===== src/rtl/pcom_pkg.sv =====
// Types and constants for the periodic per-type center-of-mass block.
// No dependencies.
`timescale 1ns / 1ps
package pcom_pkg;
  localparam int unsigned NUM_REGS = 3;
  localparam logic [1:0] REG_TYPES = 2'd0;
  localparam logic [1:0] REG_TOL   = 2'd1;
  localparam logic [1:0] REG_ITER  = 2'd2;
  localparam int unsigned DIV_W = 64;

  typedef enum logic [8:0] {
    S_LOAD  = 9'b000000001,
    S_CLR   = 9'b000000010,
    S_RD    = 9'b000000100,
    S_WRAP  = 9'b000001000,
    S_ACC   = 9'b000010000,
    S_MEAN  = 9'b000100000,
    S_UPD   = 9'b001000000,
    S_CHECK = 9'b010000000,
    S_EMIT  = 9'b100000000
  } state_t;

  // shared rounding divider control
  typedef struct packed {
    logic              start;
    logic              neg;
    logic [DIV_W-1:0]  num;
    logic [DIV_W-1:0]  den;
  } div_req_t;
endpackage


===== src/rtl/pcom_div.sv =====
// Bit-serial rounding divider: |n|/d rounded to nearest, ties away from zero.
// Depends on pcom_pkg. One quotient bit per cycle.
`timescale 1ns / 1ps
module pcom_div (
  input  logic                       clk,
  input  logic                       rst_n,
  input  pcom_pkg::div_req_t         req,
  output logic                       busy,
  output logic                       done,
  output logic signed [pcom_pkg::DIV_W-1:0] quo
);
  import pcom_pkg::*;
  localparam int CW = $clog2(DIV_W + 1);
  logic [DIV_W:0]   rem_r, rem_nxt;
  logic [DIV_W-1:0] q_r, q_nxt, n_r, n_nxt, d_r, d_nxt;
  logic [CW-1:0]    cnt_r, cnt_nxt;
  logic             busy_r, busy_nxt, done_r, done_nxt, neg_r, neg_nxt;
  logic [DIV_W:0]   trial;

  always_comb begin
    rem_nxt = rem_r; q_nxt = q_r; n_nxt = n_r; d_nxt = d_r; cnt_nxt = cnt_r;
    busy_nxt = busy_r; done_nxt = 1'b0; neg_nxt = neg_r;
    trial = {rem_r[DIV_W-1:0], n_r[DIV_W-1]};
    if (req.start) begin
      // (2a + d) / (2d): numerator fits in 64 bits for |n| < 2^61
      n_nxt = (req.num << 1) + req.den;
      d_nxt = req.den << 1;
      rem_nxt = '0; q_nxt = '0; cnt_nxt = CW'(DIV_W);
      busy_nxt = 1'b1; neg_nxt = req.neg;
    end else if (busy_r) begin
      n_nxt = n_r << 1;
      if (trial >= {1'b0, d_r}) begin
        rem_nxt = trial - {1'b0, d_r};
        q_nxt = {q_r[DIV_W-2:0], 1'b1};
      end else begin
        rem_nxt = trial;
        q_nxt = {q_r[DIV_W-2:0], 1'b0};
      end
      cnt_nxt = cnt_r - 1'b1;
      if (cnt_r == CW'(1)) begin
        busy_nxt = 1'b0; done_nxt = 1'b1;
      end
    end
  end

  always_ff @(posedge clk) begin
    if (!rst_n) begin
      busy_r <= 1'b0; done_r <= 1'b0; cnt_r <= '0;
    end else begin
      busy_r <= busy_nxt; done_r <= done_nxt; cnt_r <= cnt_nxt;
    end
    rem_r <= rem_nxt; q_r <= q_nxt; n_r <= n_nxt; d_r <= d_nxt; neg_r <= neg_nxt;
  end

  assign busy = busy_r;
  assign done = done_r;
  assign quo  = neg_r ? -$signed(q_r) : $signed(q_r);
endmodule

===== config.mk =====
export PLATFORM = sky130hd
export DESIGN_NAME = pcom_div
export DESIGN_NICKNAME = d
export VERILOG_FILES = /design/src/rtl/pcom_pkg.sv /design/src/rtl/pcom_div.sv
export SDC_FILE = /design/constraint.sdc
export NUM_CORES = 1
export LEC_CHECK = 0
export ABC_AREA = 1
export ABC_CLOCK_PERIOD_IN_PS = 3660
export BUFFER_PORTS_ARGS = -buffer_cell sky130_fd_sc_hd__buf_2
export CAP_MARGIN = 20
export CORE_MARGIN = 3
export CORE_UTILIZATION = 40
export DETAILED_ROUTE_END_ITERATION = 16
export PLACE_DENSITY = 0.54
export SLEW_MARGIN = 20
export SYNTH_ARGS = -nofsm -noshare
export SYNTH_HDL_FRONTEND = slang
export SYNTH_SLANG_ARGS = --single-unit

===== constraint.sdc =====
create_clock -name clk -period 3.66 [get_ports clk]
set_clock_uncertainty 0.15 [all_clocks]
set_input_delay 0.183 -clock clk [delete_from_list [all_inputs] [get_ports clk]]
set_output_delay 0.183 -clock clk [all_outputs]
set_load 0.05 [all_outputs]

==> flow_summary.toml, run 1 <==
[finish]
multiInputGateArea_sq_um = 13100
regArea_sq_um = 6590
post-route-util_pct = 47.4
area_delta_synth_final_pct = 16.8
final.fill_count = 5967
layout_common_cells = "nand2_1 (1,124), inv_1 (638), nor2_1 (389), nand3_1 (232), buf_2 (195)"
drive_gt1_share_pct = 8.56
nets = 4114
final_common_cell = "nand2_1"

[timing]
drv_slew = 0
fmax_mhz = 295
hold_violations = 0
tightest_slew_ns = 0.662
timing.final.crit_share_pct = 92.5
finalSetupViolations = 0
slew_headroom_pct = 55.4
finalSetupTns_ns = 0
finalHoldWorstSlack_ns = 0.0513
min_period_ns = 3.39
fin_ws_ns = 0.274
rsz0062_at_grt = "false"

[placed_design]
place_congestion = 0.957
pre_cts_ws_ns = 0.493
dp.final_hpwl_um = 68200
numPortBuffers = 196

[critical_path]
critPathMaxFanout = 5
worstSetupPathType = "reg2out"
cp.arrival_ns = 3.05
start_kind = "register"
crit_required_ns = 3.33
end_kind = "output pin"

[global_routing]
grt_use_total_pct = 28.0
grt_overflow = 0
grt_use_met3_pct = 3.07
grt_pass1_wl_um = 128000
antenna_found_initial = 9
grt_max_degree = 113
grt_pass1_vias = 22212
grt_use_met2_pct = 44.9
grt_use_met1_pct = 39.2
busiest_layer = "met2"

[cts]
clk_latency_ns = 0.57
cts_root_buffer = "clkbuf_16"
clock_sinks = 265
clock_path_buffers = 3
htreeDepth = 2
cts-buffers-inserted = 34
cts_tree = "done"
clkTransAtPathRegs_ns = 0.06

[routing]
first_pass_iters = 5
vias = 23555
drc = 0
wirelength_um = 84800
vias_per_cell = 5.08
wl_per_cell_um = 18.3
drt_iter0_drc = 1771
antenna_left = 0

[floorplan]
die_w_um = 243
num_io_pins = 198
rows = 86
initial_utilization_pct = 40.6
die_h_um = 243
coreArea_sq_um = 55300
die-area_sq_um = 59000

[pwr]
power_mw = 8.77
vdd_ir_drop_max_mv = 0.312
p_per_area_nw_per_um2 = 335
p_leak_nw = 13.6

[synthesis]
synth_area_sq_um = 22400
synth_top_area_share_pct = 18.8
ys_seq_elements = 265
syn_avg_cell_area_sq_um = 6.23
syn_nets = 3863
ys_seq_area_share_pct = 29.4
synth_area_leaders = "nand2_1 (19%), edfxtp_1 (17%), dfxtp_1 (12%)"
synth_cell_types = 46
synthCells = 3601
synth_top_area_cell = "nand2_1"
yosys_warnings = 0

[min_path]
hold_class = "in2reg"

[run_status]
run_status = "complete, no violations"

[run]
maxCapViolCount = 0
==> repair_timing <==
item / CTS / global route
setup endpoints to repair: 0 / 2
hold buffers: 66 / 0
gates resized for setup: 0 / 2
endpoints found under the hold margin: 72 / 0
buffers inserted: 0 / 0
==> critical path, stage by stage (launching register included) <==
cell and delay, ns:
dfxtp_1 0.33, inv_1 0.10, ha_1 0.17, nand3_1 0.11, nor2_2 0.25, nand4_1 0.30
o21ai_2 0.31, o21ai_0 0.18, nor2_1 0.20, nand2_1 0.12, xor2_1 0.17, buf_2 0.29
==> power by group <==
group	switching (mW)	internal [mW]	total, mW	leakage [nW]
sequential	0.0637	3.32	3.39	2.39
combinational	1.16	0.564	1.73	10.7
clock	1.44	2.22	3.66	0.575
total	2.67	6.10	8.77	13.6
==> logic make-up (layout without fill, tap and decap cells) <==
kind of cell    Yosys count  count (layout)  share of synthesized area (%)
compound gates          410             410                           10.1
xor+xnor                113             113                           4.41
fa+ha+maj               130             130                           7.32
buf+inv                 728            1005                           12.4
flops                   265             265                           29.4
other cells               0               9                              0
simple gates           1955            1955                           36.4
==> metrics by stage <==
stage	cell area, sq um	std cells
after floorplan	22400	3601
after global placement	24300	4498
after detailed placement	24300	4498
after CTS	26200	4626
after global routing	26200	4635
final	26200	4635
==> flip-flops by register name, indices dropped and copies added, names as in the netlist <==
| signal | count |
|---|---|
| rem_r | 64 |
| cnt_r | 7 |
| n_r | 64 |
| done | 1 |
| q_r | 64 |
| d_r | 63 |
| neg_r | 1 |
| busy | 1 |
==> cell usage after synthesis (all sizes together) <==
cell type     n
xor2         77
nor4         10
buf          21
o31ai         4
o22ai        62
nor2        409
nor3         42
o21ai       139
nand3       233
or2          10
ha          128
edfxtp      128
a211oi        2
fa            2
nand3b       17
clkbuf       51
clkinv        3
a21o          5
o211ai        5
and3          5
a31oi         8
xnor2        36
and2          5
o21a          7
nand4        89
a21oi       153
inv         653
a21boi        6
nand2      1135
dfxtp       137
o21bai       19
==> cell type report <==
cell class              count  area share, %
repair buffers            287           7.33
clock inverters            17           1.01
multi-input cells        2608           49.9
flip-flops and latches    265           25.1
clock buffers              45           3.52
well taps                 748           3.57
diodes                      9         0.0860
inverters                 656           9.42
==> layer usage <==
layer  vias up  share of wire (%)
met2       656                 45
met3       155                5.0
met4         0                3.8
li1      11956                  -
met5         -                  0
met1     10788                 47
==> path summary, 6_finish.rpt <==
path | from | end | slack, ns | depth (start not counted)
max | q_r[0]$_SDFFE_PP0P_ | quo[60] | 0.27 | 11
min | req[129] | rem_r[43]$_SDFFE_PP0P_ | 0.05 | 4
max reg2reg | d_r[40]$_DFFE_PP_ | rem_r[60]$_SDFFE_PP0P_ | 0.41 | 15
min reg2reg | rem_r[19]$_SDFFE_PP0P_ | rem_r[19]$_SDFFE_PP0P_ | 0.33 | 2
(Power assumes the default switching activity.)
==> run 2, diff against run 1 <==
--- a/config.mk
+++ b/config.mk
@@ -9,10 +9,11 @@
 export ABC_CLOCK_PERIOD_IN_PS = 3660
 export BUFFER_PORTS_ARGS = -buffer_cell sky130_fd_sc_hd__buf_2
 export CAP_MARGIN = 20
-export CORE_MARGIN = 3
+export CORE_MARGIN = 1.5
 export CORE_UTILIZATION = 40
 export DETAILED_ROUTE_END_ITERATION = 16
 export PLACE_DENSITY = 0.54
+export RECOVER_POWER = 25
 export SLEW_MARGIN = 20
 export SYNTH_ARGS = -nofsm -noshare
 export SYNTH_HDL_FRONTEND = slang
==> run 2 against run 1 <==
Against the previous run: the run now ends with capacitance limit, slew limit left; sequential cell count is the same; first-iteration DRC count up 16%; worst setup slack got worse by 0.044 ns; routed wire length decreased by 0.11%; largest power group is now registers; highest routed layer is now met5.
==> flow_summary.toml, run 2 (synthesis results as in run 1) <==
[run_status]
run_status = "finished with violations"
violations = "capacitance limit, slew limit"

[cts]
clock_path_buffers = 3
htreeDepth = 2
cts_setup_buffers = 0
cts_tree = "done"
cts_root_buffer = "clkbuf_16"
clk_latency_ns = 0.56
clock_sinks = 265
cts-buffers-inserted = 34
clkTransAtPathRegs_ns = 0.06

[pwr]
p_per_area_nw_per_um2 = 322
vdd_ir_drop_max_mv = 0.336
power_mw = 8.35
p_leak_nw = 13.4

[critical_path]
worst-path-buf-inv = 2
critPathMaxFanout = 5
crit_chain = "inv_1 -> ha_1 -> nand3_1 -> nor2_2 -> nand4_1 -> o21ai_2 -> o21ai_0 -> nor2_1 -> nand2_1 -> xor2_1 -> buf_2"
start_kind = "register"
r2r-end = "rem_r[33]$_SDFFE_PP0P_"
reg2reg_slack_ns = 0.55
ff2ff_path_depth = 10
end_kind = "output pin"
crit_start = "q_r[0]$_SDFFE_PP0P_"
crit_cells = 11
cp.arrival_ns = 3.10
crit_path_end = "quo[60]"
cp_top_family = "simple AND/OR/NAND/NOR gates"
rr_startpoint = "d_r[60]$_DFFE_PP_"
crit_required_ns = 3.33
slowest_delay_ns = 0.34
worstSetupPathType = "reg2out"
cp_slowest_cell = "dfxtp_1"

[timing]
slew_headroom_pct = -23.9
finalSetupTns_ns = 0
finalSetupViolations = 0
fin_ws_ns = 0.230
rsz0062_at_grt = "false"
hold_violations = 0
min_period_ns = 3.43
drv_slew = 26
timing.final.crit_share_pct = 93.7
fmax_mhz = 292
tightest_slew_ns = 1.86

[global_routing]
grt_pass1_vias = 22160
grt_use_total_pct = 29.2
grt_pass1_wl_um = 128000
antenna_found_initial = 12
grt_max_degree = 96
grt_overflow = 0

[floorplan]
die-area_sq_um = 57500
rows = 86
die_h_um = 240
coreArea_sq_um = 55300
num_io_pins = 198
die_w_um = 240
initial_utilization_pct = 40.6

[finish]
largestRegisters = "n_r: 64 flops, q_r: 64 flops, rem_r: 64 flops"
final_common_cell = "nand2_1"
stdcell_count = 4634
nets = 4111
drive_gt1_share_pct = 6.71
area_delta_synth_final_pct = 15.7
layout_common_cells = "nand2_1 (1,124), inv_1 (638), nor2_1 (390), nand3_1 (232), a21oi_1 (153)"
post-route-util_pct = 46.9

[min_path]
hold_class = "in2reg"
min_from = "req[126]"

[placed_design]
numPortBuffers = 196
dp_cells = 4494
place_congestion = 1.00
pre_cts_ws_ns = 0.459
dp.final_hpwl_um = 68000

[routing]
wl_per_cell_um = 18.3
vias = 23602
wirelength_um = 84700
first_pass_iters = 8
antenna_left = 0
drt_iter0_drc = 2053
vias_per_cell = 5.09
drc = 0

[run]
maxCapViolCount = 1
## run 2: cell count changes in the layout (fill, tap and decap cells not counted), moves of 2 or more
cell	previous run	this run
buf_2	195	130
clkinv_2	4	6
buf_4	19	15
clkbuf_1	9	74
diode_2	9	12
bufinv_16	6	1
## run 2: cell type report
| type | instances | area [sq um] |
|---|---|---|
| diodes | 12 | 30.0 |
| clock buffers | 45 | 912 |
| clock inverters | 16 | 143 |
| fillers | 6084 | 29300 |
| inverters | 656 | 2470 |
| multi-input cells | 2608 | 13100 |
| flip-flops and latches | 265 | 6590 |
| well taps | 748 | 936 |
| repair buffers | 284 | 1800 |
## run 2: worst min-delay path by stage
stage / endpoint / slack [ns] / depth (start not counted)
5_1_grt: n_r[63]$_DFFE_PP_ / 0.07 / 5
4_1_cts: n_r[61]$_DFFE_PP_ / 0.03 / 5
6_report: n_r[63]$_DFFE_PP_ / 0.06 / 5
3_3_place_gp: d_r[38]$_DFFE_PP_ / 0.23 / 1
2_1_floorplan: cnt_r[6]$_SDFFE_PN0P_ / 0.13 / 2
3_5_place_dp: d_r[53]$_DFFE_PP_ / 0.23 / 1
## run 2: what timing repair did
action                                  4_1_cts  5_1_grt
hold buffers                                 67        0
endpoints found under the hold margin        87        0
endpoints found under the setup margin        0        3
resized for setup                             0        3
## run 2: stage by stage
step,hold WS (ns),cell area [sq um]
floorplan,0.131,22400
global placement,0.231,24300
detailed placement,0.232,24300
CTS,0.0285,26000
global route,0.0690,26000
finish,0.0557,26000
## run 2: tightest hold or removal path: stages
cell and delay (ns):
buf_2 0.08, xnor2_1 0.13, nand3_1 0.12, nand3_1 0.07, nand2_1 0.07
## run 2: report_power, final
group          total (mW)  leakage [nW]  switching (mW)  internal [mW]
Combinational        1.72          10.5            1.17          0.549
Sequential           3.39          2.39          0.0612           3.32
Clock                3.25         0.520            1.40           1.85
## run 2: routing by layer
metal / routed length [um] / GRT usage (%) / vias up / part of all wire [%]
li1: - / - / 11954 / -
met1: 39200 / 41.1 / 10811 / 46
met2: 38100 / 46.6 / 692 / 45
met3: 4560 / 2.85 / 141 / 5.4
met4: 2860 / 10.2 / 4 / 3.4
met5: 27 / 0 / - / 0.032
==> run 3, diff against run 2 <==
--- a/config.mk
+++ b/config.mk
@@ -12,7 +12,7 @@
 export CORE_MARGIN = 1.5
 export CORE_UTILIZATION = 40
 export DETAILED_ROUTE_END_ITERATION = 16
-export PLACE_DENSITY = 0.54
+export PLACE_DENSITY_LB_ADDON = 0.2
 export RECOVER_POWER = 25
 export SLEW_MARGIN = 20
 export SYNTH_ARGS = -nofsm -noshare
==> run 3 against run 2 <==
Against the previous run: the run now ends clean; hold slack better by 0.014 ns; clock power up 7.7%; via count down 0.43%; final cell count down 0.11%.
==> flow_summary.toml, run 3 (synthesis results as in run 1) <==
[timing]
slew_headroom_pct = 3.95
finalSetupTns_ns = 0
finalHoldWorstSlack_ns = 0.0693
timing.final.crit_share_pct = 94.2
tightest_slew_ns = 1.44
rsz0062_at_grt = "false"
drv_slew = 0
fmax_mhz = 290
min_period_ns = 3.45
finalSetupViolations = 0
hold_violations = 0

[cts]
cts_root_buffer = "clkbuf_16"
clkTransAtPathRegs_ns = 0.06
cts-buffers-inserted = 34
clock_sinks = 265
clock_path_buffers = 3
cts_tree = "done"
clk_latency_ns = 0.56
htreeDepth = 2
cts_setup_buffers = 0

[critical_path]
end_kind = "output pin"
worstSetupPathType = "reg2out"
start_kind = "register"
slowest_delay_ns = 0.35
cp_slowest_cell = "dfxtp_1"
crit_chain = "inv_1 -> ha_1 -> nand3_1 -> nor2_2 -> nand4_1 -> o21ai_2 -> o21ai_0 -> nor2_1 -> nand2_1 -> xor2_1 -> buf_2"
reg2reg_slack_ns = 0.55
critPathMaxFanout = 5
cp_top_family = "simple AND/OR/NAND/NOR gates"
worst-path-buf-inv = 2
crit_required_ns = 3.33
cp.arrival_ns = 3.11

[finish]
nets = 4115
largestRegisters = "n_r: 64 flops, q_r: 64 flops, rem_r: 64 flops"
final_common_cell = "nand2_1"
layout_common_cells = "nand2_1 (1,124), inv_1 (638), nor2_1 (389), nand3_1 (232), a21oi_1 (153)"
stdcell_count = 4629
area_delta_synth_final_pct = 16.0
drive_gt1_share_pct = 6.83

[pwr]
vdd_ir_drop_max_mv = 0.316
p_per_area_nw_per_um2 = 330
p_leak_nw = 13.4

[global_routing]
grt_max_degree = 82
grt_use_total_pct = 28.2
grt_pass1_wl_um = 124000
antenna_found_initial = 1
grt_overflow = 0
grt_pass1_vias = 22014

[placed_design]
dp.final_hpwl_um = 66000
dp_cells = 4498
numPortBuffers = 196
place_congestion = 1.02

[routing]
vias_per_cell = 5.08
vias = 23501
wirelength_um = 81600
drc = 0
routed-wl-met3_um = 4370
met1_length_um = 38100
drt_iter0_drc = 1854
dr_wl_met2_um = 35600
antenna_left = 0
first_pass_iters = 6
wl_per_cell_um = 17.6
routed.top_layer = "met4"

[floorplan]
die_h_um = 240
die_w_um = 240
num_io_pins = 198
coreArea_sq_um = 55300
initial_utilization_pct = 40.6
die-area_sq_um = 57500
rows = 86

[run_status]
run_status = "complete, no violations"

[run]
maxCapViolCount = 0

[min_path]
hold_class = "in2reg"
## run 3: changes by cell type in the layout (fill, tap and decap cells not counted), sizes merged
cell and change:
clkinvlp +2, diode -10, bufinv +3, inv +1, clkinv -3, buf +1, clkbuf +1
## run 3: per-stage QoR
stage / utilization (%) / instance area, sq um / total power [mW] / setup slack (ns)
2_1_floorplan: - / 22400 / 4.47 / 0.954
3_3_place_gp: 43.9 / 24300 / 5.07 / 0.562
3_5_place_dp: 43.9 / 24300 / 5.07 / 0.539
4_1_cts: 47.2 / 26100 / 8.65 / 0.161
5_1_grt: 47.0 / 26000 / 8.97 / 0.0141
6_report: 47.1 / 26000 / 8.59 / 0.213
## run 3: power breakdown
| group | internal (mW) | switching [mW] |
|---|---|---|
| Clock | 2.08 | 1.42 |
| Sequential | 3.32 | 0.0561 |
| Combinational | 0.550 | 1.16 |
| Total | 5.96 | 2.63 |
## run 3: worst paths after layout
path / from / end / depth (start not counted)
worst min register to register: rem_r[19]$_SDFFE_PP0P_ / rem_r[19]$_SDFFE_PP0P_ / 2
worst max register to register: rem_r[0]$_SDFFE_PP0P_ / rem_r[51]$_SDFFE_PP0P_ / 18
worst min-delay path: req[126] / n_r[63]$_DFFE_PP_ / 5
worst max-delay path: q_r[0]$_SDFFE_PP0P_ / quo[60] / 11
## run 3: routing by layer
metal	up-vias	GRT usage [%]
li1	11959	-
met1	10702	39.4
met2	686	44.5
met3	154	2.95
met4	0	11.1
met5	-	0
## run 3: cell type report
cell class	count	area, sq um
Clock buffer	43	916
Sequential cell	265	6590
Antenna cell	2	5.00
Inverter	656	2460
Clock inverter	19	238
Tap cell	748	936
Multi-Input combinational cell	2608	13100
Timing Repair Buffer	288	1800
Fill cell	5972	29300
## run 3: worst min-delay path: stages
cell and delay, ns:
buf_2 0.09, xnor2_1 0.14, nand3_1 0.12, nand3_1 0.07, nand2_1 0.06
## run 3: what timing repair did
action	CTS	global route
endpoints found under the hold margin	91	0
hold buffers	67	0
endpoints found under the setup margin	0	1
gates resized for setup	0	1
